## config.mk

```make
export PLATFORM = sky130hd
export DESIGN_NAME = accept_encoding_gzip_stripper_unit
export DESIGN_NICKNAME = d
export VERILOG_FILES = /design/src/rtl/aegs_pkg.sv /design/src/rtl/accept_encoding_gzip_stripper_unit.sv /design/src/rtl/aegs_front.sv /design/src/rtl/aegs_queue.sv /design/src/rtl/aegs_back.sv
export SDC_FILE = /design/constraint.sdc
export NUM_CORES = 1
export LEC_CHECK = 0
export BUFFER_PORTS_ARGS = -buffer_cell sky130_fd_sc_hd__clkbuf_2
export CAP_MARGIN = 20
export CORE_UTILIZATION = 45
export CTS_BUF_LIST = sky130_fd_sc_hd__clkbuf_2
export DETAILED_ROUTE_END_ITERATION = 8
export SYNTH_ARGS = -nofsm -noshare
export SYNTH_HDL_FRONTEND = slang
export SYNTH_SLANG_ARGS = --single-unit
```

## constraint.sdc

```tcl
create_clock -name i_clk -period 13.2 [get_ports i_clk]
set_input_delay 2.64 -clock i_clk [delete_from_list [all_inputs] [get_ports i_clk]]
set_output_delay 2.64 -clock i_clk [all_outputs]
set_load 0.05 [all_outputs]
```

## src/rtl/aegs_pkg.sv

```systemverilog
// ----------------------------------------------------------------------------
// aegs_pkg
// types, constants and match tables of the gzip stripper
// ----------------------------------------------------------------------------
package aegs_pkg;

    localparam int HOLD_DEPTH = 6;
    localparam int WIN_LEN    = HOLD_DEPTH + 1;
    localparam int HEADER_LEN = 17;
    localparam int TOKEN_LEN  = 4;

    localparam logic [7:0] CH_COMMA = 8'h2C;
    localparam logic [7:0] CH_CR    = 8'h0D;
    localparam logic [7:0] CH_LF    = 8'h0A;

    localparam logic [2:0] REMOVED_SHORT = 3'd5;
    localparam logic [2:0] REMOVED_LONG  = 3'd6;

    // register index, taken from paddr[2]
    localparam logic REG_ENABLE = 1'b0;

    typedef enum logic [1:0] {
        PH_SEEK_HEADER = 2'd0,
        PH_SEEK_TOKEN  = 2'd1,
        PH_DONE        = 2'd2,
        PH_DECIDE      = 2'd3
    } t_phase;

    typedef logic [7:0]         t_byte;
    typedef logic [2:0]         t_fill;
    typedef logic [WIN_LEN-1:0] t_mask;

    // one queue entry: the byte window and which of its bytes go out
    typedef struct packed {
        t_byte [WIN_LEN-1:0] win;
        t_mask               mask;
        logic                last;
        logic [2:0]          removed;
    } t_entry;

    // "Accept-Encoding: "
    function automatic t_byte header_char(input logic [4:0] pos);
        t_byte c;
        case (pos)
            5'd0:    c = 8'h41;
            5'd1:    c = 8'h63;
            5'd2:    c = 8'h63;
            5'd3:    c = 8'h65;
            5'd4:    c = 8'h70;
            5'd5:    c = 8'h74;
            5'd6:    c = 8'h2D;
            5'd7:    c = 8'h45;
            5'd8:    c = 8'h6E;
            5'd9:    c = 8'h63;
            5'd10:   c = 8'h6F;
            5'd11:   c = 8'h64;
            5'd12:   c = 8'h69;
            5'd13:   c = 8'h6E;
            5'd14:   c = 8'h67;
            5'd15:   c = 8'h3A;
            5'd16:   c = 8'h20;
            default: c = 8'h00;
        endcase
        return c;
    endfunction

    // "gzip"
    function automatic t_byte token_char(input logic [1:0] pos);
        t_byte c;
        case (pos)
            2'd0:    c = 8'h67;
            2'd1:    c = 8'h7A;
            2'd2:    c = 8'h69;
            2'd3:    c = 8'h70;
            default: c = 8'h00;
        endcase
        return c;
    endfunction

endpackage

```

## src/rtl/accept_encoding_gzip_stripper_unit.sv

```systemverilog
// path: a byte taken passes the queue, the output side's window register and the output register, and
//   waits longer in the hold line for the gzip decision or behind earlier bytes
// throughput: one input word per cycle; the output side sends one word per cycle when not stalled,
//   so an input that releases several words (flush at packet end) holds the input only once the queue fills
// reset: synchronous, active low; search state, queue and output valid clear, enable returns to 1
// ----------------------------------------------------------------------------
// accept_encoding_gzip_stripper_unit
// strips the gzip token from a packet's accept-encoding header
// ----------------------------------------------------------------------------
module accept_encoding_gzip_stripper_unit #(
    parameter int QUEUE_DEPTH = 4
) (
    input  logic        i_clk,
    input  logic        i_rst_n,
    // input word channel
    input  logic        i_in_valid,
    output logic        o_in_stall,
    input  logic [7:0]  i_data_byte,
    input  logic        i_end_of_packet,
    // output word channel
    output logic        o_out_valid,
    input  logic        i_out_stall,
    output logic [7:0]  o_out_byte,
    output logic        o_out_last,
    output logic [2:0]  o_removed_count,
    // register port
    input  logic        psel,
    input  logic        penable,
    input  logic        pwrite,
    input  logic [2:0]  paddr,
    input  logic [31:0] pwdata,
    output logic [31:0] prdata,
    output logic        pready
);
    import aegs_pkg::*;

    // enable register, single entry, selected by paddr[2] low (byte addresses 0 to 3)
    logic   r_enable;
    logic   cfg_wr;

    // front to queue, queue to back
    t_entry front_entry;
    t_entry head_entry;
    logic   push;
    logic   pop;
    logic   q_full;
    logic   q_empty;

    assign pready = 1'b1;
    assign cfg_wr = psel && penable && pwrite && (paddr[2] == REG_ENABLE);
    assign prdata = (paddr[2] == REG_ENABLE) ? {31'b0, r_enable} : 32'b0;

    always_ff @(posedge i_clk) begin
        if (!i_rst_n) begin
            r_enable <= 1'b1;
        end else if (cfg_wr) begin
            r_enable <= pwdata[0];
        end
    end

    // front: matches "Accept-Encoding: " then "gzip" on that line, holds up to six
    // words in a delay line and, per accepted word, posts the window of held words
    // plus the new one along with a mask of the words to send; the mask carries the
    // whole edit (which of the space, gzip and a comma on either side are dropped)
    aegs_front u_front (
        .i_clk          (i_clk),
        .i_rst_n        (i_rst_n),
        .i_enable       (r_enable),
        .i_in_valid     (i_in_valid),
        .o_in_stall     (o_in_stall),
        .i_data_byte    (i_data_byte),
        .i_end_of_packet(i_end_of_packet),
        .i_full         (q_full),
        .o_push         (push),
        .o_entry        (front_entry)
    );

    // queue: lets the search take a word each cycle, until it fills, while the output side is
    // still draining a multi-word flush or is stalled downstream
    aegs_queue #(
        .DEPTH(QUEUE_DEPTH)
    ) u_queue (
        .i_clk  (i_clk),
        .i_rst_n(i_rst_n),
        .i_push (push),
        .i_entry(front_entry),
        .o_full (q_full),
        .i_pop  (pop),
        .o_entry(head_entry),
        .o_empty(q_empty)
    );

    // back: one word a cycle, unless stalled downstream, from the lowest set mask bit; the next window is
    // loaded as the last word of the current one goes out, so there is no gap
    aegs_back u_back (
        .i_clk          (i_clk),
        .i_rst_n        (i_rst_n),
        .i_entry        (head_entry),
        .i_empty        (q_empty),
        .o_pop          (pop),
        .o_out_valid    (o_out_valid),
        .i_out_stall    (i_out_stall),
        .o_out_byte     (o_out_byte),
        .o_out_last     (o_out_last),
        .o_removed_count(o_removed_count)
    );

endmodule

```

## src/rtl/aegs_front.sv

```systemverilog
// ----------------------------------------------------------------------------
// aegs_front
// header and token search, hold line, picks the bytes each input releases
// ----------------------------------------------------------------------------
module aegs_front (
    input  logic             i_clk,
    input  logic             i_rst_n,
    input  logic             i_enable,
    input  logic             i_in_valid,
    output logic             o_in_stall,
    input  logic [7:0]       i_data_byte,
    input  logic             i_end_of_packet,
    input  logic             i_full,
    output logic             o_push,
    output aegs_pkg::t_entry o_entry
);
    import aegs_pkg::*;

    t_byte      r_hold [HOLD_DEPTH];
    t_byte      n_hold [HOLD_DEPTH];
    t_fill      r_fill, n_fill;
    logic [4:0] r_hdr_pos, n_hdr_pos;
    logic [1:0] r_tok_pos, n_tok_pos;
    t_phase     r_phase, n_phase;
    logic       r_cr, n_cr;
    logic [2:0] r_removed, n_removed;

    logic                accept;
    t_byte [WIN_LEN-1:0] win;
    t_mask               full_mask;
    t_mask               base_mask;
    t_mask               mask;
    logic [2:0]          step_removed;
    logic                fill_full;
    logic                fill_six_after;
    t_byte               hold0_after;
    logic                hdr_hit, hdr_done;
    logic [4:0]          hdr_next;
    logic                tok_hit, tok_done;
    logic [1:0]          tok_next;
    logic                crlf;

    assign accept     = i_in_valid && !i_full;
    assign o_in_stall = i_full;

    // window: held bytes then the incoming one
    always_comb begin
        for (int i = 0; i < HOLD_DEPTH; i++) begin
            win[i] = (t_fill'(i) < r_fill) ? r_hold[i] : i_data_byte;
        end
        win[HOLD_DEPTH] = i_data_byte;
        for (int i = 0; i < WIN_LEN; i++) begin
            full_mask[i] = (t_fill'(i) <= r_fill);
        end
    end

    assign fill_full      = (r_fill == t_fill'(HOLD_DEPTH));
    assign fill_six_after = fill_full || (r_fill == t_fill'(HOLD_DEPTH - 1));
    assign hold0_after    = fill_full ? win[1] : win[0];
    assign base_mask      = fill_full ? t_mask'(1) : '0;

    assign hdr_hit  = (i_data_byte == header_char(r_hdr_pos));
    assign hdr_next = hdr_hit ? r_hdr_pos + 5'd1
                              : {4'b0, i_data_byte == header_char(5'd0)};
    assign hdr_done = hdr_hit && (r_hdr_pos == 5'(HEADER_LEN - 1));

    assign tok_hit  = (i_data_byte == token_char(r_tok_pos));
    assign tok_next = tok_hit ? r_tok_pos + 2'd1
                              : {1'b0, i_data_byte == token_char(2'd0)};
    assign tok_done = tok_hit && (r_tok_pos == 2'(TOKEN_LEN - 1));

    assign crlf = r_cr && (i_data_byte == CH_LF);

    // next state
    always_comb begin
        n_hold    = r_hold;
        n_fill    = r_fill;
        n_hdr_pos = r_hdr_pos;
        n_tok_pos = r_tok_pos;
        n_phase   = r_phase;
        n_cr      = r_cr;
        n_removed = r_removed;
        if (accept) begin
            if (!i_enable) begin
                n_phase = PH_DONE;
                n_fill  = '0;
            end else begin
                case (r_phase)
                    PH_DONE: begin
                        n_fill = '0;
                    end
                    PH_DECIDE: begin
                        n_phase = PH_DONE;
                        n_fill  = '0;
                    end
                    PH_SEEK_HEADER, PH_SEEK_TOKEN: begin
                        // push into the hold line, shift out the oldest when full
                        if (fill_full) begin
                            for (int i = 0; i < HOLD_DEPTH; i++) begin
                                n_hold[i] = win[i+1];
                            end
                        end else begin
                            for (int i = 0; i < HOLD_DEPTH; i++) begin
                                if (t_fill'(i) == r_fill) begin
                                    n_hold[i] = i_data_byte;
                                end
                            end
                            n_fill = r_fill + t_fill'(1);
                        end
                        if (r_phase == PH_SEEK_HEADER) begin
                            n_hdr_pos = hdr_done ? 5'd0 : hdr_next;
                            if (hdr_done) begin
                                n_tok_pos = '0;
                                n_cr      = 1'b0;
                                n_phase   = PH_SEEK_TOKEN;
                            end
                        end else begin
                            n_cr      = (i_data_byte == CH_CR);
                            n_tok_pos = tok_done ? 2'd0 : tok_next;
                            if (tok_done) begin
                                n_phase = PH_DECIDE;
                            end else if (crlf) begin
                                n_phase = PH_DONE;
                                n_fill  = '0;
                            end
                        end
                    end
                    default: begin
                        n_phase = PH_DONE;
                    end
                endcase
            end
            n_removed = step_removed;
            if (i_end_of_packet) begin
                n_fill    = '0;
                n_hdr_pos = '0;
                n_tok_pos = '0;
                n_phase   = PH_SEEK_HEADER;
                n_cr      = 1'b0;
                n_removed = '0;
            end
        end
    end

    // released bytes and removed count
    always_comb begin
        mask         = full_mask;
        step_removed = r_removed;
        if (i_enable) begin
            case (r_phase)
                PH_DONE: begin
                    mask = full_mask;
                end
                PH_DECIDE: begin
                    if (!fill_full) begin
                        mask = full_mask;
                    end else if (i_data_byte == CH_COMMA) begin
                        mask         = t_mask'(1);
                        step_removed = REMOVED_LONG;
                    end else if (win[0] == CH_COMMA) begin
                        mask         = t_mask'(1) << HOLD_DEPTH;
                        step_removed = REMOVED_LONG;
                    end else begin
                        mask         = t_mask'(1) | (t_mask'(1) << HOLD_DEPTH);
                        step_removed = REMOVED_SHORT;
                    end
                end
                PH_SEEK_HEADER: begin
                    mask = i_end_of_packet ? full_mask : base_mask;
                end
                PH_SEEK_TOKEN: begin
                    if (tok_done && i_end_of_packet) begin
                        // token on the final byte: decide without a next byte
                        if (!fill_six_after) begin
                            mask = full_mask;
                        end else if (hold0_after == CH_COMMA) begin
                            mask         = base_mask;
                            step_removed = REMOVED_LONG;
                        end else begin
                            mask         = base_mask | (fill_full ? t_mask'(2) : t_mask'(1));
                            step_removed = REMOVED_SHORT;
                        end
                    end else if (tok_done) begin
                        mask = base_mask;
                    end else if (crlf || i_end_of_packet) begin
                        mask = full_mask;
                    end else begin
                        mask = base_mask;
                    end
                end
                default: begin
                    mask = full_mask;
                end
            endcase
        end
    end

    assign o_push          = accept && (mask != '0);
    assign o_entry.win     = win;
    assign o_entry.mask    = mask;
    assign o_entry.last    = i_end_of_packet;
    assign o_entry.removed = step_removed;

    always_ff @(posedge i_clk) begin
        r_hold <= n_hold;
        if (!i_rst_n) begin
            r_fill    <= '0;
            r_hdr_pos <= '0;
            r_tok_pos <= '0;
            r_phase   <= PH_SEEK_HEADER;
            r_cr      <= 1'b0;
            r_removed <= '0;
        end else begin
            r_fill    <= n_fill;
            r_hdr_pos <= n_hdr_pos;
            r_tok_pos <= n_tok_pos;
            r_phase   <= n_phase;
            r_cr      <= n_cr;
            r_removed <= n_removed;
        end
    end

endmodule

```

## src/rtl/aegs_queue.sv

```systemverilog
// ----------------------------------------------------------------------------
// aegs_queue
// short fifo of byte windows between search and output sides
// ----------------------------------------------------------------------------
module aegs_queue #(
    parameter int DEPTH = 4
) (
    input  logic             i_clk,
    input  logic             i_rst_n,
    input  logic             i_push,
    input  aegs_pkg::t_entry i_entry,
    output logic             o_full,
    input  logic             i_pop,
    output aegs_pkg::t_entry o_entry,
    output logic             o_empty
);
    import aegs_pkg::*;

    localparam int PTR_W = (DEPTH > 1) ? $clog2(DEPTH) : 1;
    localparam int CNT_W = $clog2(DEPTH + 1);

    t_entry             r_mem [DEPTH];
    logic [PTR_W-1:0]   r_wr, n_wr;
    logic [PTR_W-1:0]   r_rd, n_rd;
    logic [CNT_W-1:0]   r_count, n_count;
    logic               do_push, do_pop;

    assign o_full  = (r_count == CNT_W'(DEPTH));
    assign o_empty = (r_count == '0);
    assign do_push = i_push && !o_full;
    assign do_pop  = i_pop && !o_empty;
    assign o_entry = r_mem[r_rd];

    always_comb begin
        n_wr    = r_wr;
        n_rd    = r_rd;
        n_count = r_count;
        if (do_push) begin
            n_wr = (r_wr == PTR_W'(DEPTH - 1)) ? '0 : r_wr + PTR_W'(1);
        end
        if (do_pop) begin
            n_rd = (r_rd == PTR_W'(DEPTH - 1)) ? '0 : r_rd + PTR_W'(1);
        end
        case ({do_push, do_pop})
            2'b10:   n_count = r_count + CNT_W'(1);
            2'b01:   n_count = r_count - CNT_W'(1);
            default: n_count = r_count;
        endcase
    end

    always_ff @(posedge i_clk) begin
        if (do_push) begin
            r_mem[r_wr] <= i_entry;
        end
        if (!i_rst_n) begin
            r_wr    <= '0;
            r_rd    <= '0;
            r_count <= '0;
        end else begin
            r_wr    <= n_wr;
            r_rd    <= n_rd;
            r_count <= n_count;
        end
    end

endmodule

```

## src/rtl/aegs_back.sv

```systemverilog
// ----------------------------------------------------------------------------
// aegs_back
// walks each window's byte mask and drives the output register
// ----------------------------------------------------------------------------
module aegs_back (
    input  logic             i_clk,
    input  logic             i_rst_n,
    input  aegs_pkg::t_entry i_entry,
    input  logic             i_empty,
    output logic             o_pop,
    output logic             o_out_valid,
    input  logic             i_out_stall,
    output logic [7:0]       o_out_byte,
    output logic             o_out_last,
    output logic [2:0]       o_removed_count
);
    import aegs_pkg::*;

    t_byte [WIN_LEN-1:0] r_win;
    t_mask               r_mask;
    logic                r_last;
    logic [2:0]          r_removed;
    logic                r_out_valid;
    t_byte               r_out_byte;
    logic                r_out_last;
    logic [2:0]          r_out_removed;

    logic  out_free;
    logic  emit;
    logic  cur_done;
    logic  fin;
    t_mask sel;
    t_mask rest;
    t_byte sel_byte;

    assign out_free = !r_out_valid || !i_out_stall;
    assign sel      = r_mask & (~r_mask + t_mask'(1));
    assign rest     = r_mask & ~sel;
    assign emit     = out_free && (r_mask != '0);
    assign fin      = (rest == '0);
    assign cur_done = (r_mask == '0) || (emit && fin);
    assign o_pop    = cur_done && !i_empty;

    always_comb begin
        sel_byte = '0;
        for (int i = 0; i < WIN_LEN; i++) begin
            sel_byte = sel_byte | (sel[i] ? r_win[i] : t_byte'(0));
        end
    end

    always_ff @(posedge i_clk) begin
        if (o_pop) begin
            r_win     <= i_entry.win;
            r_last    <= i_entry.last;
            r_removed <= i_entry.removed;
        end
        if (emit) begin
            r_out_byte    <= sel_byte;
            r_out_last    <= r_last && fin;
            r_out_removed <= (r_last && fin) ? r_removed : 3'd0;
        end
        if (!i_rst_n) begin
            r_mask      <= '0;
            r_out_valid <= 1'b0;
        end else begin
            if (o_pop) begin
                r_mask <= i_entry.mask;
            end else if (emit) begin
                r_mask <= rest;
            end
            if (emit) begin
                r_out_valid <= 1'b1;
            end else if (out_free) begin
                r_out_valid <= 1'b0;
            end
        end
    end

    assign o_out_valid     = r_out_valid;
    assign o_out_byte      = r_out_byte;
    assign o_out_last      = r_out_last;
    assign o_removed_count = r_out_removed;

endmodule

```

==> results of run 1 <==
## worst max-delay path by stage
stage	to	slack (ns)	cells past startpoint	from
floorplan	u_queue.r_count[2]$_SDFFE_PN0P_	6.65	9	i_out_stall
global placement	u_queue.r_mem[3][60]$_DFFE_PP_	6.56	8	i_data_byte[1]
detailed placement	u_queue.r_mem[3][60]$_DFFE_PP_	6.56	8	i_data_byte[1]
CTS	prdata[0]	7.47	3	paddr[2]
global route	u_queue.r_mem[0][12]$_DFFE_PP_	7.39	8	i_data_byte[1]
finish	prdata[0]	7.47	3	paddr[2]
## area by class of cell
| cell class | instances | share of cell area, % |
|---|---|---|
| Inverter | 27 | 0.517 |
| Timing Repair Buffer | 53 | 1.64 |
| Clock inverter | 39 | 0.810 |
| Sequential cell | 429 | 63.7 |
| Clock buffer | 156 | 3.98 |
| Multi-Input combinational cell | 624 | 26.1 |
| Antenna cell | 1 | 0.0128 |
| Tap cell | 518 | 3.31 |
## cells in the final DEF (no fill, tap or decap), types with 9 or more instances in the layout
cell        n
o21ai_0    15
dfxtp_1    39
ha_1       21
a22oi_1    12
edfxtp_1  388
clkinv_1   29
mux2_2     35
a21oi_1    36
nor2_1     76
xor2_1     11
a221oi_1    9
mux4_2     68
a31oi_1    10
clkbuf_2  188
nand2_1   123
o21ba_2    10
buf_4      20
inv_1      27
conb_1     32
or3_1       9
## critical path: cells and delay by family
kind	cells	cell delay, ns
buf+inv	2	0.37
simple gates	1	0.08
## through the flow
stage | instances | hold WS (ns) | area, µm² | util (%) | worst slack (ns)
after floorplan | 1170 | 0.432 | 18100 | - | 6.65
after global placement | 1650 | 0.439 | 18700 | 47.8 | 6.56
after detailed placement | 1650 | 0.446 | 18700 | 47.8 | 6.56
after CTS | 1845 | 0.465 | 19600 | 50.2 | 7.47
after global routing | 1847 | 0.513 | 19600 | 50.3 | 7.39
final | 1847 | 0.459 | 19600 | 50.3 | 7.47
## routing by layer
metal / GRT usage (%) / routed length [µm] / part of all wire [%]
met5: 1.07 / 55 / 0.14
met4: 7.68 / 836 / 2.1
met3: 4.69 / 2730 / 6.8
met2: 33.6 / 19900 / 49
met1: 25.7 / 16700 / 42
## flip-flops by register name (all words and copies together), names as in the netlist, 2 cells and up, named ones only
name / count
u_queue.r_mem: 268
u_back.r_win: 56
u_front.r_hold: 48
u_back.o_out_byte: 8
u_back.r_mask: 7
u_front.r_hdr_pos: 5
u_back.o_removed_count: 3
u_back.r_removed: 3
u_front.r_fill: 3
u_front.r_removed: 3
u_queue.r_count: 3
u_front.r_phase: 2
u_front.r_tok_pos: 2
u_queue.r_rd: 2
u_queue.r_wr: 2
## report_power, final
group | switching (mW) | leakage, nW | internal, mW
Sequential | 0.129 | 3.93 | 1.78
Combinational | 0.550 | 2.14 | 0.286
Clock | 0.524 | 0.729 | 0.319
Total | 1.20 | 6.81 | 2.39
## cell families (layout without fill, tap and decap cells)
| kind of cell | after synthesis | after routing | synth area share (%) |
|---|---|---|---|
| xor+xnor | 13 | 13 | 0.633 |
| other cells | 2 | 33 | 0.0417 |
| fa+ha+maj | 24 | 24 | 1.68 |
| simple gates | 292 | 292 | 7.71 |
| compound gates | 152 | 152 | 6.34 |
| flops | 429 | 429 | 69.3 |
| mux | 111 | 111 | 11.1 |
| buf+inv | 117 | 275 | 3.14 |
==> flow_summary.rst, run 1 <==
.. list-table::
   :header-rows: 1

   * - Metric
     - Value
   * - Final setup violation count
     - 0
   * - Fraction of registers with async set or reset after synthesis
     - 0%
   * - Number of enable-type register cells in the synthesized netlist
     - 388
   * - FF-to-FF setup slack
     - 8.21 ns
   * - Arrival time of data at the critical path endpoint
     - 3.09 ns
   * - Register bit count reported by yosys
     - 429
   * - Maximum number of pins on one net before global-route repair
     - 70
   * - Worst ir drop on vdd
     - 0.000162 V
   * - Avg Synthesized Cell Area
     - 15.8 µm²
   * - Highest clock frequency the design can meet
     - 175 MHz
   * - Initial antenna violation count
     - 1
   * - Path category of the worst min-delay check
     - register to register
   * - Clk Tree Root Cell
     - clkbuf_2
   * - Slowest-stage cell, CP
     - clkbuf_2
   * - RePlAce Congestion
     - 0.833
   * - Row count
     - 72
   * - Slew headroom
     - 26.2%
   * - Worst stage delay on the critical path
     - 0.29 ns
   * - Area of the core region
     - 0.0390 mm²
   * - Number of pins with negative max-slew slack in the final report
     - 0
   * - Clock Sink Count
     - 429
   * - Sequential Area
     - 0.0125 mm²
   * - Vertical die dimension
     - 202 µm
   * - Slew at the pin with the worst max-slew slack
     - 1.11 ns
   * - Most used standard cells in the synthesized netlist
     - edfxtp_1 (388), nand2_1 (123), nor2_1 (76)
   * - Detailed Route Iter0 Violations
     - 794
   * - Postcts setup bufs
     - 0
   * - Layout cells sized above 1
     - 26.7%
   * - Vias in the first global route
     - 10700
   * - Skew-Pair Late Insertion Delay
     - 0.99 ns
   * - Remaining global-route overflow
     - 0
   * - Die X-Extent
     - 202 µm
   * - Total Routing Usage GR
     - 20.2%
   * - Critical path class
     - input port to primary output
   * - Count of filler cells inserted in the layout
     - 3350
   * - Crit path capture type
     - primary output
   * - Worst Path Max Fanout
     - 2
   * - I/O pins
     - 98
   * - Count of different cell masters after synthesis
     - 76
   * - Instance count along the most critical hold path
     - 2
   * - Count of buffers inserted at the top-level ports
     - 32
   * - Worst reg-to-reg path cell count
     - 10
   * - Routed wire length per instance
     - 21.8 µm
   * - Initial core utilization
     - 46.1%
   * - Overall power after layout
     - 3.59 mW
   * - Seq/Total Area, Yosys
     - 69.3%
   * - Cell count after synthesis
     - 1140
   * - Clock tree buffer depth
     - 3
   * - Most frequently used cell type in the post-synthesis netlist
     - edfxtp_1
   * - Clock tree from TritonCTS
     - built
   * - Total of cells resized after clock tree synthesis
     - 0
   * - RSZ-0062 raised after global routing
     - no
   * - Synth-to-Final Area Change
     - 8.96%
   * - Launch point of the worst hold path
     - u_front.r_removed[0]$_SDFFE_PN0P_
   * - DRC violation count after routing
     - 0
   * - Status
     - finished, final reports clean
   * - Ordered cell list for the critical path
     - clkbuf_2 -> nor2_1 -> clkbuf_2
   * - Clock buffers created by TritonCTS
     - 109
   * - Leakage component of the power
     - 6.81 nW
   * - Setup Total Neg Slack
     - 0 ns
   * - ANT nets after route
     - 0
   * - Routed via count
     - 10200
   * - Worst-case hold path end point
     - u_front.r_removed[0]$_SDFFE_PN0P_
   * - Hold Vio Cnt, Final
     - 0
   * - Count of max-cap constraint violations
     - 0
   * - Number of hold-repair buffers added at the cts stage
     - 0
   * - Post-route clock skew
     - 0.0734 ns
   * - Capture instance of the worst register-to-register path
     - u_queue.r_mem[1][49]$_DFFE_PP_
   * - Shortest clock period the worst path allows after layout
     - 5.73 ns
   * - Area occupied by multi-input gates
     - 0.00511 mm²
   * - YS warnings
     - 0
   * - Area of the mapped netlist
     - 0.0180 mm²
   * - Biggest area contributors in the synthesized netlist
     - edfxtp_1 (65%), mux4_2 (8.5%), dfxtp_1 (4.6%), nand2_1 (2.6%), mux2_2 (2.2%)
   * - Total routed wirelength
     - 40.3 mm
   * - 1st-pass router iterations
     - 5
   * - Element type at the critical path start
     - input port
   * - Worst R2R Start
     - u_front.r_fill[1]$_SDFFE_PN0P_
   * - DIE AREA
     - 0.0408 mm²
   * - Power density cells
     - 183 mW/mm²
   * - Most used flip-flop cell after synthesis
     - edfxtp_1
   * - Global-route wire length before repair
     - 61.5 mm
   * - Crit share post-route
     - 43.4%
   * - Data required, critical path
     - 10.56 ns
   * - Cell accounting for the most synthesized area
     - edfxtp_1
   * - Placed wire-length estimate
     - 24.0 mm
   * - Share of the synthesized area in the top cell type
     - 64.7%
   * - Fin nets
     - 1317
   * - Total number of H-tree levels
     - 3
   * - CP most frequent cell
     - clkbuf_2
   * - Vias per inst
     - 5.52
   * - Clk slew on worst S/H paths
     - 0.09 ns
No activity file was read; power rests on OpenSTA's default activity.
==> run 2, diff against run 1 <==
==> constraint.sdc (replaced) <==
create_clock -name i_clk -period 5.8 [get_ports i_clk]
set_input_delay 1.16 -clock i_clk [delete_from_list [all_inputs] [get_ports i_clk]]
set_output_delay 1.16 -clock i_clk [all_outputs]
set_load 0.05 [all_outputs]
==> flow_summary.rst, run 2 (synthesis results as in run 1) <==
.. list-table::
   :header-rows: 1

   * - Metric
     - Value
   * - Status
     - finished, final reports clean
   * - Final setup violation count
     - 0 (unchanged)
   * - Overall power after layout
     - 8.25 mW (+130%)
   * - Leading cell type in the layout, fill and taps excluded
     - edfxtp_1
   * - Fin nets
     - 1323 (+0.46%)
   * - Ordered cell list for the critical path
     - ha_1 -> nand2_1 -> nand2_1 -> o21ai_0 -> a21oi_1 -> o21ai_1 -> or3_4 -> nand2_1 -> ha_1 -> inv_1 -> fa_1 -> xor2_1 -> or3_1 -> a21oi_1
   * - Initial antenna violation count
     - 1 (unchanged)
   * - Die X-Extent
     - 202 µm (unchanged)
   * - Top Registers
     - u_queue.r_mem: 268 flops, u_back.r_win: 56 flops, u_front.r_hold: 48 flops
   * - Area of the core region
     - 0.0390 mm² (unchanged)
   * - ANT nets after route
     - 0 (unchanged)
   * - Detailed Route Iter0 Violations
     - 764 (-3.8%)
   * - I/O pins
     - 98 (unchanged)
   * - Final Hold Slack
     - 0.371 ns (-0.0882 ns)
   * - Routed wire length per instance
     - 22.0 µm (+0.84%)
   * - Worst stage delay on the critical path
     - 0.67 ns (+0.38 ns)
   * - Clock Sink Count
     - 429 (unchanged)
   * - Worst Path Max Fanout
     - 15 (+13)
   * - Total number of H-tree levels
     - 3 (unchanged)
   * - Power density cells
     - 418 mW/mm² (+130%)
   * - Vertical die dimension
     - 202 µm (unchanged)
   * - Global-route wire length before repair
     - 62.1 mm (+1.1%)
   * - Skew-Pair Late Insertion Delay
     - 1.02 ns (+0.03 ns)
   * - Vias in the first global route
     - 10500 (-2.1%)
   * - Number of pins with negative max-slew slack in the final report
     - 0 (unchanged)
   * - Setup Total Neg Slack
     - 0 ns (unchanged)
   * - Clock buffers created by TritonCTS
     - 106 (-2.8%)
   * - Leakage component of the power
     - 6.85 nW (+0.68%)
   * - Synth-to-Final Area Change
     - 9.62%
   * - Postcts setup bufs
     - 0 (unchanged)
   * - Count of buffers inserted at the top-level ports
     - 32 (unchanged)
   * - Total Routing Usage GR
     - 20.5% (+0.25 points)
   * - Highest clock frequency the design can meet
     - 216 MHz
   * - Maximum number of pins on one net before global-route repair
     - 69 (-1.4%)
   * - Path category of the worst min-delay check
     - input port to register
   * - Count of max-cap constraint violations
     - 0 (unchanged)
   * - Clock tree from TritonCTS
     - built
   * - Vias per inst
     - 5.56 (+0.71%)
   * - Shortest clock period the worst path allows after layout
     - 4.62 ns
   * - Remaining global-route overflow
     - 0 (unchanged)
   * - Crit share post-route
     - 79.7%
   * - Number of hold-repair buffers added at the cts stage
     - 0 (unchanged)
   * - Arrival time of data at the critical path endpoint
     - 5.56 ns (+2.47 ns)
   * - DRC violation count after routing
     - 0 (unchanged)
   * - Slowest-stage cell, CP
     - ha_1
   * - Cell area after layout
     - 0.0197 mm² (+0.61%)
   * - Layout cells sized above 1
     - 26.9% (+0.21 points)
   * - Placed wire-length estimate
     - 24.7 mm (+2.9%)
   * - Largest Register
     - u_queue.r_mem
   * - Initial core utilization
     - 46.1% (unchanged)
   * - Crit path capture type
     - register
   * - Critical path class
     - register to register
   * - Crit path max-delay family
     - simple AND/OR/NAND/NOR gates
   * - RePlAce Congestion
     - 0.866 (+3.9%)
   * - Slew at the pin with the worst max-slew slack
     - 1.11 ns (+0.00519 ns)
   * - 1st-pass router iterations
     - 5 (unchanged)
   * - Slew headroom
     - 25.9% (-0.35 points)
   * - Total of cells resized after clock tree synthesis
     - 0 (unchanged)
   * - Critical path buffers and inverters
     - 1 (-1)
   * - DIE AREA
     - 0.0408 mm² (unchanged)
   * - CP most frequent cell
     - nand2_1
   * - Post-route clock skew
     - 0.0763 ns (+0.00297 ns)
   * - Commonest cells after routing, fill and taps aside
     - edfxtp_1 (388), clkbuf_2 (186), nand2_1 (123)
   * - Clk Tree Root Cell
     - clkbuf_2
   * - Row count
     - 72 (unchanged)
   * - Instance area at placement
     - 0.0188 mm² (+0.65%)
   * - Share of the core filled with cells in the final layout
     - 50.6% (+0.31 points)
   * - Data required, critical path
     - 6.74 ns (-3.82 ns)
   * - Hold Vio Cnt, Final
     - 0 (unchanged)
   * - RSZ-0062 raised after global routing
     - no
   * - FF-to-FF setup slack
     - 1.18 ns (-7.03 ns)
   * - Worst ir drop on vdd
     - 0.000423 V (+160%)
   * - Clk slew on worst S/H paths
     - 0.11 ns (+0.02 ns)
   * - Total routed wirelength
     - 40.5 mm (+0.68%)
   * - Routed via count
     - 10300 (+0.55%)
   * - Largest register FFs
     - 268 (unchanged)
   * - Clock tree buffer depth
     - 3 (unchanged)
   * - Element type at the critical path start
     - register
run 2: cell types whose count changed in the layout (fill, tap and decap cells not counted), sizes merged:
cell	change
clkbuf	-2
clkinv	-10
inv	-1
bufinv	+2
buf	+9
clkinvlp	-1
run 2: worst reg2reg max path: cells and delay by family, from the launching register on:
kind / cells / cell delay, ns
flip-flops: 1 / 0.62
AO/OA/AOI/OAI: 4 / 0.65
adder cells (fa/ha/maj): 3 / 1.29
AND/OR/NAND/NOR: 5 / 1.74
buffers and inverters: 1 / 0.07
XOR/XNOR: 1 / 0.16
run 2: where the power goes:
| part | leakage (nW) | total, mW | switching [mW] | internal (mW) |
|---|---|---|---|---|
| sequential | 3.93 | 4.28 | 0.224 | 4.06 |
| clock | 0.718 | 1.95 | 1.15 | 0.794 |
| combinational | 2.20 | 2.02 | 1.35 | 0.664 |
| total | 6.85 | 8.25 | 2.73 | 5.52 |
run 2: layout make-up:
cell class	instances	area (µm²)
Fill cell	3356	19300
Sequential cell	429	12500
Antenna cell	1	2.50
Inverter	27	101
Multi-Input combinational cell	624	5110
Clock inverter	29	168
Tap cell	518	648
Timing Repair Buffer	62	443
Clock buffer	154	771
run 2: worst paths after layout:
path                                          start                                end  depth (start not counted)
setup / recovery     u_front.r_fill[1]$_SDFFE_PN0P_    u_queue.r_count[2]$_SDFFE_PN0P_                         14
hold / removal                            pwdata[0]              r_enable$_SDFFE_PN1P_                          3
setup reg to reg     u_front.r_fill[1]$_SDFFE_PN0P_    u_queue.r_count[2]$_SDFFE_PN0P_                         14
hold reg to reg   u_front.r_removed[0]$_SDFFE_PN0P_  u_front.r_removed[0]$_SDFFE_PN0P_                          2
run 2: metrics by stage:
step           setup WS (ns)  std cells
2_1_floorplan          0.732       1170
3_3_place_gp           0.836       1658
3_5_place_dp           0.808       1659
4_1_cts                 1.23       1842
5_1_grt                0.818       1844
6_report                1.18       1844
run 2: per-layer routing:
layer | share of wire [%] | track usage, % | routed length [µm]
met1 | 43 | 27.6 | 17500
met2 | 48 | 32.5 | 19400
met3 | 7.1 | 5.03 | 2900
met4 | 1.8 | 7.12 | 740
met5 | 0 | 0 | 0
